<file path="config.mk">
export PLATFORM = sky130hd
export DESIGN_NAME = stsu_ctrl
export DESIGN_NICKNAME = d
export VERILOG_FILES = /design/src/sv/stsu_pkg.sv /design/src/sv/stsu_ctrl.sv
export VERILOG_INCLUDE_DIRS = /design/src /design/src/sv
export SDC_FILE = /design/constraint.sdc
export NUM_CORES = 1
export LEC_CHECK = 0
export BUFFER_PORTS_ARGS = -buffer_cell sky130_fd_sc_hd__buf_4
export CAP_MARGIN = 0
export CORE_AREA = 2 2 44 46
export DETAILED_ROUTE_END_ITERATION = 6
export DIE_AREA = 0 0 46 48
export PLACE_DENSITY = 0.72
export SYNTH_ARGS = -nofsm -noshare
export SYNTH_HDL_FRONTEND = slang
export SYNTH_SLANG_ARGS = --single-unit
</file>
<file path="constraint.sdc">
create_clock -name clk -period 2.1 [get_ports clk]
set_input_delay 0.21 -clock clk [delete_from_list [all_inputs] [get_ports clk]]
set_output_delay 0.21 -clock clk [all_outputs]
set_load 0.005 [all_outputs]
</file>
<file path="src/sv/scan_timing_statistics_unit_macros.svh">
// ----------------------------------------------------------------------------
// scan timing statistics unit assertion macros
// clocked on clk and disabled while arst_n is low; empty for synthesis
// ----------------------------------------------------------------------------
`ifndef SCAN_TIMING_STATISTICS_UNIT_MACROS_SVH
`define SCAN_TIMING_STATISTICS_UNIT_MACROS_SVH
`ifndef SYNTHESIS
`define STSU_ASSERT(lbl, prop) \
	lbl: assert property (@(posedge clk) disable iff (!arst_n) prop) \
		else $error("assertion failed");
`define STSU_ASSERT_NEXT(lbl, ante, cons) \
	lbl: assert property (@(posedge clk) disable iff (!arst_n) (ante) |=> (cons)) \
		else $error("assertion failed");
`else
`define STSU_ASSERT(lbl, prop)
`define STSU_ASSERT_NEXT(lbl, ante, cons)
`endif
`endif

</file>
<file path="src/sv/stsu_pkg.sv">
`timescale 1ns / 1ps
`default_nettype none
// ----------------------------------------------------------------------------
// stsu_pkg
// widths, constants and controller/datapath interface types
// ----------------------------------------------------------------------------
package stsu_pkg;

	localparam int MAX_SAMPLES   = 65536;
	localparam int TIME_BITS     = 24;

	localparam int TIME_W        = 24;
	localparam int CNT_W         = 17;
	localparam int SUM_W         = 40;
	localparam int SQ_W          = 64;
	localparam int MUL_W         = 32;
	localparam int PROD_W        = 2 * MUL_W;
	localparam int D_W           = 81;
	localparam int NSQ_W         = 33;
	localparam int STEP_W        = 7;
	localparam int MOP_W         = 3;

	localparam int MUL_OPS       = 6;
	localparam int DIV_STEPS     = D_W;
	localparam int SQRT_STEPS    = SQ_W / 2;

	localparam int JITTER_SCALE  = 20;
	localparam int OVERRUN_SCALE = 1000;
	localparam int JIT_W         = 29;
	localparam int OVR_W         = 27;

	localparam logic [TIME_W-1:0] TIME_MASK    = TIME_W'((64'd1 << TIME_BITS) - 64'd1);
	localparam logic [TIME_W-1:0] PERIOD_RESET = 24'd250000;
	localparam logic [SQ_W-1:0]   SQRT_BIT0    = 64'h4000_0000_0000_0000;

	// partial products of the variance numerator and of n squared
	typedef enum logic [MOP_W-1:0] {
		MOP_NSQ_LO = 3'd0,  // n * sumsq[31:0]
		MOP_NSQ_HI = 3'd1,  // n * sumsq[63:32]
		MOP_LL     = 3'd2,  // sum_lo * sum_lo
		MOP_HL     = 3'd3,  // sum_hi * sum_lo, counted twice
		MOP_HH     = 3'd4,  // sum_hi * sum_hi
		MOP_NN     = 3'd5   // n * n
	} mop_t;

	typedef enum logic [5:0] {
		ST_ACC  = 6'b000001,
		ST_MUL  = 6'b000010,
		ST_DIVM = 6'b000100,
		ST_DIVV = 6'b001000,
		ST_SQRT = 6'b010000,
		ST_OUT  = 6'b100000
	} state_t;

	typedef struct packed {
		logic acc_en;
		logic snap;
		logic mul_issue;
		mop_t mul_op;
		logic div_load_mean;
		logic div_load_var;
		logic div_step;
		logic sqrt_load;
		logic sqrt_step;
		logic out_load;
	} cmd_t;

	typedef struct packed {
		logic out_busy;
	} stat_t;

endpackage
`default_nettype wire

</file>
<file path="src/sv/stsu_ctrl.sv">
`timescale 1ns / 1ps
`default_nettype none
`include "scan_timing_statistics_unit_macros.svh"
// ----------------------------------------------------------------------------
// stsu_ctrl
// sequencer: accumulation, partial products, two divisions, square root
// ----------------------------------------------------------------------------
module stsu_ctrl (
	input  logic           clk,
	input  logic           arst_n,
	input  logic           in_valid,
	input  logic           last,
	output logic           in_ready,
	input  stsu_pkg::stat_t st,
	output stsu_pkg::cmd_t  cmd
);

	stsu_pkg::state_t                state_q, state_d;
	logic [stsu_pkg::STEP_W-1:0]     cnt_q, cnt_d;
	logic                            accept;

	assign in_ready = (state_q == stsu_pkg::ST_ACC);
	assign accept   = in_valid && in_ready;

	always_comb begin
		state_d = state_q;
		cnt_d   = cnt_q + stsu_pkg::STEP_W'(1);
		cmd     = '0;
		case (state_q)
			stsu_pkg::ST_ACC: begin
				cnt_d      = '0;
				cmd.acc_en = accept;
				cmd.snap   = accept && last;
				if (accept && last) begin
					state_d = stsu_pkg::ST_MUL;
				end
			end
			stsu_pkg::ST_MUL: begin
				cmd.mul_issue = (cnt_q < stsu_pkg::STEP_W'(stsu_pkg::MUL_OPS));
				cmd.mul_op    = stsu_pkg::mop_t'(cnt_q[stsu_pkg::MOP_W-1:0]);
				// last product is folded in on this edge
				if (cnt_q == stsu_pkg::STEP_W'(stsu_pkg::MUL_OPS)) begin
					state_d = stsu_pkg::ST_DIVM;
					cnt_d   = '0;
				end
			end
			stsu_pkg::ST_DIVM: begin
				cmd.div_load_mean = (cnt_q == '0);
				cmd.div_step      = (cnt_q != '0);
				if (cnt_q == stsu_pkg::STEP_W'(stsu_pkg::DIV_STEPS)) begin
					state_d = stsu_pkg::ST_DIVV;
					cnt_d   = '0;
				end
			end
			stsu_pkg::ST_DIVV: begin
				cmd.div_load_var = (cnt_q == '0);
				cmd.div_step     = (cnt_q != '0);
				if (cnt_q == stsu_pkg::STEP_W'(stsu_pkg::DIV_STEPS)) begin
					state_d = stsu_pkg::ST_SQRT;
					cnt_d   = '0;
				end
			end
			stsu_pkg::ST_SQRT: begin
				cmd.sqrt_load = (cnt_q == '0);
				cmd.sqrt_step = (cnt_q != '0);
				if (cnt_q == stsu_pkg::STEP_W'(stsu_pkg::SQRT_STEPS)) begin
					state_d = stsu_pkg::ST_OUT;
					cnt_d   = '0;
				end
			end
			stsu_pkg::ST_OUT: begin
				cnt_d        = '0;
				cmd.out_load = !st.out_busy;
				if (!st.out_busy) begin
					state_d = stsu_pkg::ST_ACC;
				end
			end
			default: begin
				state_d = stsu_pkg::ST_ACC;
				cnt_d   = '0;
			end
		endcase
	end

	always_ff @(posedge clk or negedge arst_n) begin
		if (!arst_n) begin
			state_q <= stsu_pkg::ST_ACC;
			cnt_q   <= '0;
		end else begin
			state_q <= state_d;
			cnt_q   <= cnt_d;
		end
	end

	`STSU_ASSERT_NEXT(a_last_stops_input, in_valid && in_ready && last, !in_ready)
	`STSU_ASSERT(a_finish_needs_last, $rose(state_q == stsu_pkg::ST_MUL) |-> $past(accept && last))
	`STSU_ASSERT(a_step_bound, cnt_q <= stsu_pkg::STEP_W'(stsu_pkg::DIV_STEPS))

endmodule
`default_nettype wire

</file>
==> results of run 1 <==
[final timing paths]
check	end	start	slack, ns	cells past startpoint
min in group asynchronous	cnt_q[2]	arst_n	0.30	2
hold reg to reg	cnt_q[0]	cnt_q[0]	0.49	1
hold / removal	state_q[0]	in_valid	0.24	4
max in group asynchronous	state_q[0]	arst_n	1.56	2
setup reg to reg	cnt_q[1]	cnt_q[1]	0.11	7
setup / recovery	cmd[10]	state_q[3]	0.07	4
[power groups by stage]
stage,logic [W],clock network [W],registers (W)
floorplan,0.000309,0,0.000341
global placement,0.000465,0,0.000352
detailed placement,0.000480,0,0.000354
CTS,0.000503,0.000158,0.000351
global route,0.000601,0.000166,0.000363
finish,0.000534,0.000156,0.000356
[cells by family (layout without fill, tap and decap cells)]
group | Yosys count | in the layout
AOI/OAI and AO/OA | 9 | 9
xor gates and xnor gates | 5 | 5
adders and majority gates | 4 | 4
buffers and inverters | 5 | 33
DFF | 13 | 13
and+or+nand+nor | 53 | 53
[cell usage in the layout, fill, tap and decap left out, types with 2 or more instances in the layout]
master	count
and2_1	4
and3_1	3
buf_4	23
clkbuf_4	3
dfrtp_1	12
ha_1	4
inv_1	4
nand2_1	9
nand2b_1	2
nand3_1	3
nand4b_1	2
nor2_1	10
nor2b_1	3
nor3_1	4
nor4_1	2
xnor2_1	3
xor2_1	2
[critical path, cell delays in order (launching register included)]
cell and delay (ns):
dfrtp_1 0.41, or4_4 0.60, nor3b_4 0.25, and3_1 0.18
buf_4 0.10
[flip-flops by register name, summed over array words and instances, names as in the netlist]
register	count
cnt_q	7
state_q	6
[layout make-up]
cell class / instances / area (sq um) / area share [%]
Timing Repair Buffer: 25 / 193.9 / 17.65
Tap cell: 17 / 21.27 / 1.936
Inverter: 4 / 15.01 / 1.367
Sequential cell: 13 / 326.6 / 29.73
Multi-Input combinational cell: 71 / 515.5 / 46.92
Clock buffer: 4 / 26.28 / 2.392
[routing by layer]
| layer | track usage, % | wire length, um | vias up |
|---|---|---|---|
| met1 | 24.30 | 861 | 347 |
| li1 | - | - | 376 |
| met3 | 6.792 | 86 | 2 |
| met5 | 0 | 0 | - |
| met2 | 39.17 | 995 | 16 |
| met4 | 5.143 | 12 | 0 |
[stage by stage]
| stage | hold WS [ns] | std cells | util, % | TNS [ns] | total power [W] |
|---|---|---|---|---|---|
| finish | 0.2375 | 134 | 65.04 | 0 | 0.001047 |
| global route | 0.2593 | 134 | 65.04 | -0.01368 | 0.001130 |
| CTS | 0.2383 | 133 | 63.04 | 0 | 0.001012 |
| detailed placement | 0.06497 | 128 | 60.22 | 0 | 0.0008334 |
| global placement | 0.06270 | 128 | 60.22 | 0 | 0.0008173 |
| floorplan | -0.08559 | 89 | - | 0 | 0.0006495 |
[repair_timing]
action,CTS,global route
hold buffers,1,0
buffers inserted,0,1
endpoints found under the setup margin,5,7
pin swaps,0,3
gates resized for setup,3,5
hold endpoints to repair,13,0
==> impl_metrics.py, run 1 <==
metrics = {
    "synth": {
        "post_synth_fa_ha_maj_area_fraction_pct": 6.042,
        "synth_top_family_by_area": "simple AND/OR/NAND/NOR gates",
        "yosysMostFrequentCell": "dfrtp_1",
        "synth_cell_type_count": 34,
        "synth_xor_area_share_pct": 5.287,
        "syn_avg_cell_area_sq_um": 9.307,
        "synthFlopType": "dfrtp_1",
        "synth-edff-count": 0,
        "async_flop_share_pct": 100.0,
        "ys_seq_area_share_pct": 39.43,
        "postSynthCellCount": 89,
        "syn-cell-area_sq_um": 828.3,
        "syn_nets": 98,
        "synthMuxAreaShare_pct": 0,
        "synth-simple-area-share_pct": 35.95,
        "yosysTopAreaCell": "dfrtp_1",
        "synth.top_cells.by_count": "dfrtp_1 (12), nor2_1 (11), nand2_1 (9)",
        "synth.ff_latch_count": 13,
        "synth-compound-area-share_pct": 10.88,
        "synth_top_cell_area_share_pct": 36.25,
        "yosysWarningCount": 0,
        "synth_area_leaders": "dfrtp_1 (36%), ha_1 (6.0%), nor2_1 (5.0%), nand2_1 (4.1%), a221oi_4 (3.2%)",
    },
    "timing": {
        "fmax_mhz": 492.9,
        "fin_worst_skew_ns": 0.004397,
        "setup_violations": 0,
        "post-route-period-util_pct": 96.62,
        "hold_viol": 0,
        "setup_slack_ns": 0.07106,
        "slew_viol_final": 0,
        "worst_pin_slew_ns": 0.4456,
        "period_minus_slack_ns": 2.029,
        "relSlewSlack_pct": 70.02,
    },
    "power_and_ir_drop": {
        "pwr_density_cell_nw_per_um2": 953.0,
        "p_leak_nw": 0.5260,
        "ir_worst_vdd_uv": 647.1,
        "comb_power_share_pct": 51.0,
        "p_seq_share_pct": 34.0,
        "p_int_w": 0.0006351,
        "switching_share_pct": 39.34,
        "clkPwrFrac_pct": 14.9,
        "switchingPower_w": 0.0004118,
    },
    "floorplanning": {
        "die-width_um": 46,
        "core.rowCount": 15,
        "core_sq_um": 1689,
        "dieArea_sq_um": 2208,
        "die_y_um": 48,
        "io-pin-count": 18,
        "initial_core_util_pct": 49.04,
    },
    "layout": {
        "fin_area_sq_um": 1099,
        "areaGrowthSynthToFinish_pct": 32.63,
        "n_antenna_cell": 0,
        "fill_cells": 159,
        "nets": 127,
        "drive_above_1_share_pct": 31.62,
    },
    "place": {
        "place_ws_ns": 0.09810,
        "gp_congestion": 0.7272,
        "placed_area_sq_um": 1017,
        "dp_hpwl_um": 1513,
        "numPortBuffers": 17,
    },
    "global_routing": {
        "antenna_found_initial": 0,
        "grt_pass1_vias": 750,
        "grt-ovfl-total": 0,
        "grt_max_degree": 14,
        "grt_pass1_wl_um": 3180,
        "grt_usage_pct": 21.45,
    },
    "clock_tree": {
        "htreeDepth": 1,
        "cts_tree": "built",
        "worstSkewPairLatency_ns": 0.28,
        "clk_path_buf_depth": 2,
        "root_buffer": "clkbuf_4",
        "cts_num_sinks": 13,
        "cts_buffers": 3,
        "path_clk_slew_ns": 0.08,
    },
    "critical_path": {
        "critPathRequiredTime_ns": 1.89,
        "path_max_fanout": 5,
        "crit_type": "reg -> out",
        "cp.arrival_ns": 1.82,
        "end_kind": "output port",
        "cp-start-kind": "flop",
    },
    "routing": {
        "via_count": 741,
        "drcViolationCount": 0,
        "ant_nets": 0,
        "vias_per_cell": 5.530,
        "drt_iter0_drc": 9,
        "firstDrtPassIters": 2,
        "wl_um": 1955,
        "routedWlPerCell_um": 14.59,
    },
    "hold_path": {
        "worstHoldPathType": "in -> reg",
    },
    "flow_run": {
        "cap_viol_max_count": 0,
    },
    "run_status": {
        "run_status": "completed",
    },
}
Note: power is estimated with default switching activity, not from simulation.
==> run 2: changes to the inputs <==
--- a/config.mk
+++ b/config.mk
@@ -6,12 +6,13 @@
 export SDC_FILE = /design/constraint.sdc
 export NUM_CORES = 1
 export LEC_CHECK = 0
-export BUFFER_PORTS_ARGS = -buffer_cell sky130_fd_sc_hd__buf_4
+export BUFFER_PORTS_ARGS = -buffer_cell sky130_fd_sc_hd__buf_2
 export CAP_MARGIN = 0
 export CORE_AREA = 2 2 44 46
 export DETAILED_ROUTE_END_ITERATION = 6
 export DIE_AREA = 0 0 46 48
 export PLACE_DENSITY = 0.72
+export SLEW_MARGIN = 25
 export SYNTH_ARGS = -nofsm -noshare
 export SYNTH_HDL_FRONTEND = slang
 export SYNTH_SLANG_ARGS = --single-unit
==> constraint.sdc (replaced) <==
create_clock -name clk -period 2.5 [get_ports clk]
set_input_delay 0.25 -clock clk [delete_from_list [all_inputs] [get_ports clk]]
set_output_delay 0.25 -clock clk [all_outputs]
set_load 0.005 [all_outputs]
==> run 2 against run 1 <==
  * Cell count shrank 4.5%
  * Clock power is 15% lower
  * Highest routed layer unchanged
  * Critical path type unchanged
  * Design area is 11% lower
  * Register-to-register slack better by 0.19 ns
  * Power is 26% lower
==> impl_metrics.py, run 2 (synthesis gave the netlist of run 1 again) <==
metrics = {
    "routing": {
        "drt_iter0_drc": 19,
        "firstDrtPassIters": 4,
        "vias_per_cell": 5.570,
        "via_count": 713,
        "drcViolationCount": 0,
        "ant_nets": 0,
        "wl_um": 1824,
        "routedWlPerCell_um": 14.25,
    },
    "timing": {
        "fmax_mhz": 443.0,
        "rsz0062_at_grt": "no",
        "relSlewSlack_pct": 67.49,
        "slew_viol_final": 0,
        "setup_violations": 0,
        "period_minus_slack_ns": 2.257,
        "fin_tns_setup_ns": 0,
        "hold_viol": 0,
        "worst_pin_slew_ns": 0.4876,
        "fin_worst_skew_ns": 0.01126,
        "post-route-period-util_pct": 90.29,
    },
    "clock_tree": {
        "post-cts-setup-buffer-count": 0,
        "path_clk_slew_ns": 0.09,
        "cts_buffers": 3,
        "cts_tree": "built",
        "clk_path_buf_depth": 2,
        "htreeDepth": 1,
        "cts_num_sinks": 13,
        "root_buffer": "clkbuf_4",
        "worstSkewPairLatency_ns": 0.28,
    },
    "global_routing": {
        "grt_max_degree": 14,
        "grt_pass1_vias": 645,
        "grt-ovfl-total": 0,
        "grt_usage_pct": 19.80,
        "antenna_found_initial": 0,
        "grt_pass1_wl_um": 2960,
    },
    "layout": {
        "layout_common_cells": "buf_2 (17), dfrtp_1 (12), nor2_1 (11)",
        "drive_above_1_share_pct": 24.32,
        "nets": 121,
        "register_area_sq_um": 326.6,
        "n_antenna_cell": 0,
        "max_flop_register": "cnt_q",
        "fill_cells": 156,
        "top_regs": "cnt_q (7), state_q (6)",
        "final_common_cell": "buf_2",
        "areaGrowthSynthToFinish_pct": 18.13,
        "fin_cells": 128,
        "largest_reg_flops": 7,
        "multi_input_area_sq_um": 486.7,
    },
    "floorplanning": {
        "core_sq_um": 1689,
        "dieArea_sq_um": 2208,
        "io-pin-count": 18,
        "core.rowCount": 15,
        "die_y_um": 48,
        "initial_core_util_pct": 49.04,
        "die-width_um": 46,
    },
    "critical_path": {
        "r2r-end": "state_q[2]",
        "slowest_stage": "or4_1",
        "crit_chain": "or4_1 > nor3b_2 > and3_1 > buf_2",
        "crit_start": "state_q[2]",
        "worstRegToRegCells": 7,
        "end_kind": "output port",
        "reg2reg_slack_ns": 0.30,
        "cp-start-kind": "flop",
        "crit_type": "reg -> out",
        "path_max_fanout": 6,
        "cp.arrival_ns": 2.01,
        "r2r_start": "cnt_q[1]",
        "slowest_delay_ns": 0.68,
        "crit_path_end": "cmd[10]",
        "critPathRequiredTime_ns": 2.25,
    },
    "place": {
        "gp_congestion": 0.8028,
        "numPortBuffers": 17,
        "placedCellCount": 123,
        "dp_hpwl_um": 1385,
    },
    "power_and_ir_drop": {
        "p_leak_nw": 0.4896,
        "switching_share_pct": 40.92,
        "switchingPower_w": 0.0003174,
        "p_int_w": 0.0004582,
        "pwr_density_cell_nw_per_um2": 792.7,
        "ir_worst_vdd_uv": 381.0,
        "clkPwrFrac_pct": 17.1,
        "comb_power_share_pct": 44.9,
        "p_seq_share_pct": 37.9,
    },
    "flow_run": {
        "cap_viol_max_count": 0,
    },
    "hold_path": {
        "worstHoldPathType": "in -> reg",
    },
    "run_status": {
        "run_status": "completed",
    },
}
## run 2: worst min path at each step
stage | from | end | slack [ns] | depth (start not counted)
after detailed placement | arst_n | cnt_q[3] | 0.15 | 1
after global routing | last | state_q[0] | 0.30 | 4
after global placement | arst_n | cnt_q[3] | 0.15 | 1
after floorplan | arst_n | cnt_q[0] | -0.05 | 0
final | last | state_q[0] | 0.26 | 4
after CTS | last | state_q[0] | 0.26 | 4
## run 2: power groups by stage
stage / clock network, W / logic [W] / registers, W
2_1_floorplan: 0 / 0.000259 / 0.000286
3_3_place_gp: 0 / 0.000332 / 0.000294
4_1_cts: 0.000135 / 0.000342 / 0.000293
5_1_grt: 0.000147 / 0.000402 / 0.000302
6_report: 0.000133 / 0.000349 / 0.000294
3_5_place_dp: 0 / 0.000339 / 0.000297
## run 2: metal layers
metal | global-route usage (%) | part of all wire, % | vias up
met5 | 0 | 0 | -
met4 | 8.571 | 1.4 | 0
met3 | 5.283 | 6.2 | 5
met2 | 33.33 | 48 | 22
met1 | 23.79 | 44 | 323
li1 | - | - | 363
## run 2: timing repair
action / 4_1_cts / 5_1_grt
hold endpoints to repair: 12 / 0
endpoints found under the setup margin: 0 / 2
gates resized for setup: 0 / 1
hold buffers: 1 / 0
## run 2: area by class of cell
type                    instances  share of cell area, %
repair buffers                 19                  10.49
inverters                       4                  1.535
clock buffers                   4                  2.685
flip-flops and latches         13                  33.38
multi-input cells              71                  49.74
well taps                      17                  2.174
## run 2: worst max-delay path, delay by kind of cell, from the launching register on
family / cells / cell delay (ns)
buffers and inverters: 1 / 0.11
flip-flops: 1 / 0.42
AND/OR/NAND/NOR: 3 / 1.20
## run 2: through the flow
| stage | setup WS (ns) | utilization (%) | total power, W | hold slack, ns | cell area [sq um] |
|---|---|---|---|---|---|
| finish | 0.2428 | 57.93 | 0.0007756 | 0.2582 | 978.4 |
| detailed placement | 0.3263 | 55.48 | 0.0006363 | 0.1542 | 937.1 |
| global placement | 0.4112 | 55.48 | 0.0006267 | 0.1509 | 937.1 |
| floorplan | 0.5443 | - | 0.0005456 | -0.04559 | 828.3 |
| global route | 0.1021 | 57.93 | 0.0008511 | 0.3013 | 978.4 |
| CTS | 0.1072 | 57.63 | 0.0007694 | 0.2594 | 973.4 |
==> run 3: changes to the inputs <==
--- a/config.mk
+++ b/config.mk
@@ -9,9 +9,10 @@
 export BUFFER_PORTS_ARGS = -buffer_cell sky130_fd_sc_hd__buf_2
 export CAP_MARGIN = 0
 export CORE_AREA = 2 2 44 46
+export CTS_CLUSTER_DIAMETER = 200
 export DETAILED_ROUTE_END_ITERATION = 6
 export DIE_AREA = 0 0 46 48
-export PLACE_DENSITY = 0.72
+export PLACE_DENSITY = 0.74
 export SLEW_MARGIN = 25
 export SYNTH_ARGS = -nofsm -noshare
 export SYNTH_HDL_FRONTEND = slang
==> run 3 against run 2 <==
  * Sequential cell count is the same
  * Maximum frequency shrank 4.0%
  * Non-clock buffer count is the same
  * Sequential power shrank 1%
==> impl_metrics.py, run 3 (synthesis gave the netlist of run 1 again) <==
metrics = {
    "clock_tree": {
        "cts-resized-gates": 0,
        "htreeDepth": 1,
        "worstSkewPairLatency_ns": 0.28,
        "cts_tree": "built",
        "root_buffer": "clkbuf_4",
        "clk_path_buf_depth": 2,
        "post-cts-setup-buffer-count": 0,
        "path_clk_slew_ns": 0.08,
        "cts_buffers": 3,
        "cts_num_sinks": 13,
    },
    "timing": {
        "worst_pin_slew_ns": 0.4709,
        "period_minus_slack_ns": 2.352,
        "setup_violations": 0,
        "worst_hold_slack_ns": 0.2783,
        "post-route-period-util_pct": 94.07,
        "relSlewSlack_pct": 68.32,
        "slew_viol_final": 0,
        "hold_viol": 0,
        "setup_slack_ns": 0.1483,
        "fin_worst_skew_ns": 0.005967,
        "rsz0062_at_grt": "no",
        "fin_tns_setup_ns": 0,
        "fmax_mhz": 425.2,
    },
    "routing": {
        "vias_per_cell": 5.602,
        "via_count": 717,
        "drt_iter0_drc": 21,
        "firstDrtPassIters": 4,
        "ant_nets": 0,
        "routedWlPerCell_um": 13.20,
        "wl_um": 1689,
        "drcViolationCount": 0,
    },
    "layout": {
        "register_area_sq_um": 326.6,
        "areaGrowthSynthToFinish_pct": 17.52,
        "drive_above_1_share_pct": 23.42,
        "fill_cells": 157,
        "multi_input_area_sq_um": 481.7,
        "largest_reg_flops": 7,
        "n_antenna_cell": 0,
        "nets": 121,
        "max_flop_register": "cnt_q",
        "final_common_cell": "buf_2",
        "layout_common_cells": "buf_2 (17), dfrtp_1 (12), nor2_1 (11)",
        "top_regs": "cnt_q (7), state_q (6)",
    },
    "place": {
        "dp_hpwl_um": 1340,
        "numPortBuffers": 17,
        "place_ws_ns": 0.3433,
        "gp_congestion": 0.7702,
    },
    "floorplanning": {
        "initial_core_util_pct": 49.04,
        "core.rowCount": 15,
        "die-width_um": 46,
        "core_sq_um": 1689,
        "dieArea_sq_um": 2208,
        "io-pin-count": 18,
        "die_y_um": 48,
    },
    "power_and_ir_drop": {
        "ir_worst_vdd_uv": 469.2,
        "pwr_density_cell_nw_per_um2": 785.0,
        "p_leak_nw": 0.4870,
    },
    "run_status": {
        "run_status": "completed",
    },
    "hold_path": {
        "worstHoldPathType": "in -> reg",
    },
    "global_routing": {
        "grt_pass1_wl_um": 2891,
        "grt_pass1_vias": 649,
        "antenna_found_initial": 0,
        "grt-ovfl-total": 0,
        "grt_max_degree": 14,
        "grt_usage_pct": 18.89,
    },
    "critical_path": {
        "reg2reg_slack_ns": 0.35,
        "cp.arrival_ns": 2.10,
        "critPathRequiredTime_ns": 2.25,
        "path_max_fanout": 6,
        "end_kind": "output port",
        "cp-start-kind": "flop",
        "crit_type": "reg -> out",
    },
    "flow_run": {
        "cap_viol_max_count": 0,
    },
}
==> run 3: worst paths after layout <==
| check | startpoint | end | cells after the start |
|---|---|---|---|
| min | last | state_q[0] | 4 |
| max reg2reg | cnt_q[1] | state_q[2] | 7 |
| max | state_q[2] | cmd[10] | 4 |
| min reg2reg | cnt_q[0] | cnt_q[0] | 1 |
| max in group asynchronous | arst_n | state_q[0] | 2 |
| min in group asynchronous | arst_n | cnt_q[0] | 2 |
==> run 3: area by class of cell <==
cell class,count,share of cell area (%)
inverter,4,1.542
timing repair buffer,19,10.54
sequential,13,33.55
tap,17,2.185
clock buffer,4,2.699
multi-input combinational,71,49.49
==> run 3: critical path: stages (launching register included) <==
cell	delay, ns
dfrtp_1	0.42
or4_1	0.68
nor3b_1	0.41
and3_1	0.20
buf_2	0.10
==> run 3: layer usage <==
| layer | up-vias | GRT usage (%) | wire, um |
|---|---|---|---|
| li1 | 361 | - | - |
| met1 | 331 | 22.59 | 735 |
| met2 | 22 | 33.89 | 869 |
| met3 | 3 | 2.264 | 60 |
| met4 | 0 | 8.571 | 24 |
| met5 | - | 0 | 0 |
==> run 3: report_power, final <==
| part | internal (W) | leakage [nW] | switching [W] |
|---|---|---|---|
| Clock | 0.0000620 | 0.0150 | 0.0000684 |
| Combinational | 0.000140 | 0.296 | 0.000204 |
| Sequential | 0.000252 | 0.176 | 0.0000380 |
| Total | 0.000454 | 0.487 | 0.000310 |
==> run 3: per-stage QoR <==
| step | total power [W] | area, sq um | std cells | util, % |
|---|---|---|---|---|
| 6_report | 0.0007641 | 973.4 | 128 | 57.63 |
| 5_1_grt | 0.0008284 | 973.4 | 128 | 57.63 |
| 3_5_place_dp | 0.0006363 | 937.1 | 123 | 55.48 |
| 2_1_floorplan | 0.0005456 | 828.3 | 89 | - |
| 4_1_cts | 0.0007670 | 973.4 | 128 | 57.63 |
| 3_3_place_gp | 0.0006259 | 937.1 | 123 | 55.48 |
==> run 3: what timing repair did <==
action / 4_1_cts / 5_1_grt
hold endpoints to repair: 12 / 0
endpoints found under the setup margin: 0 / 0
hold buffers: 1 / 0
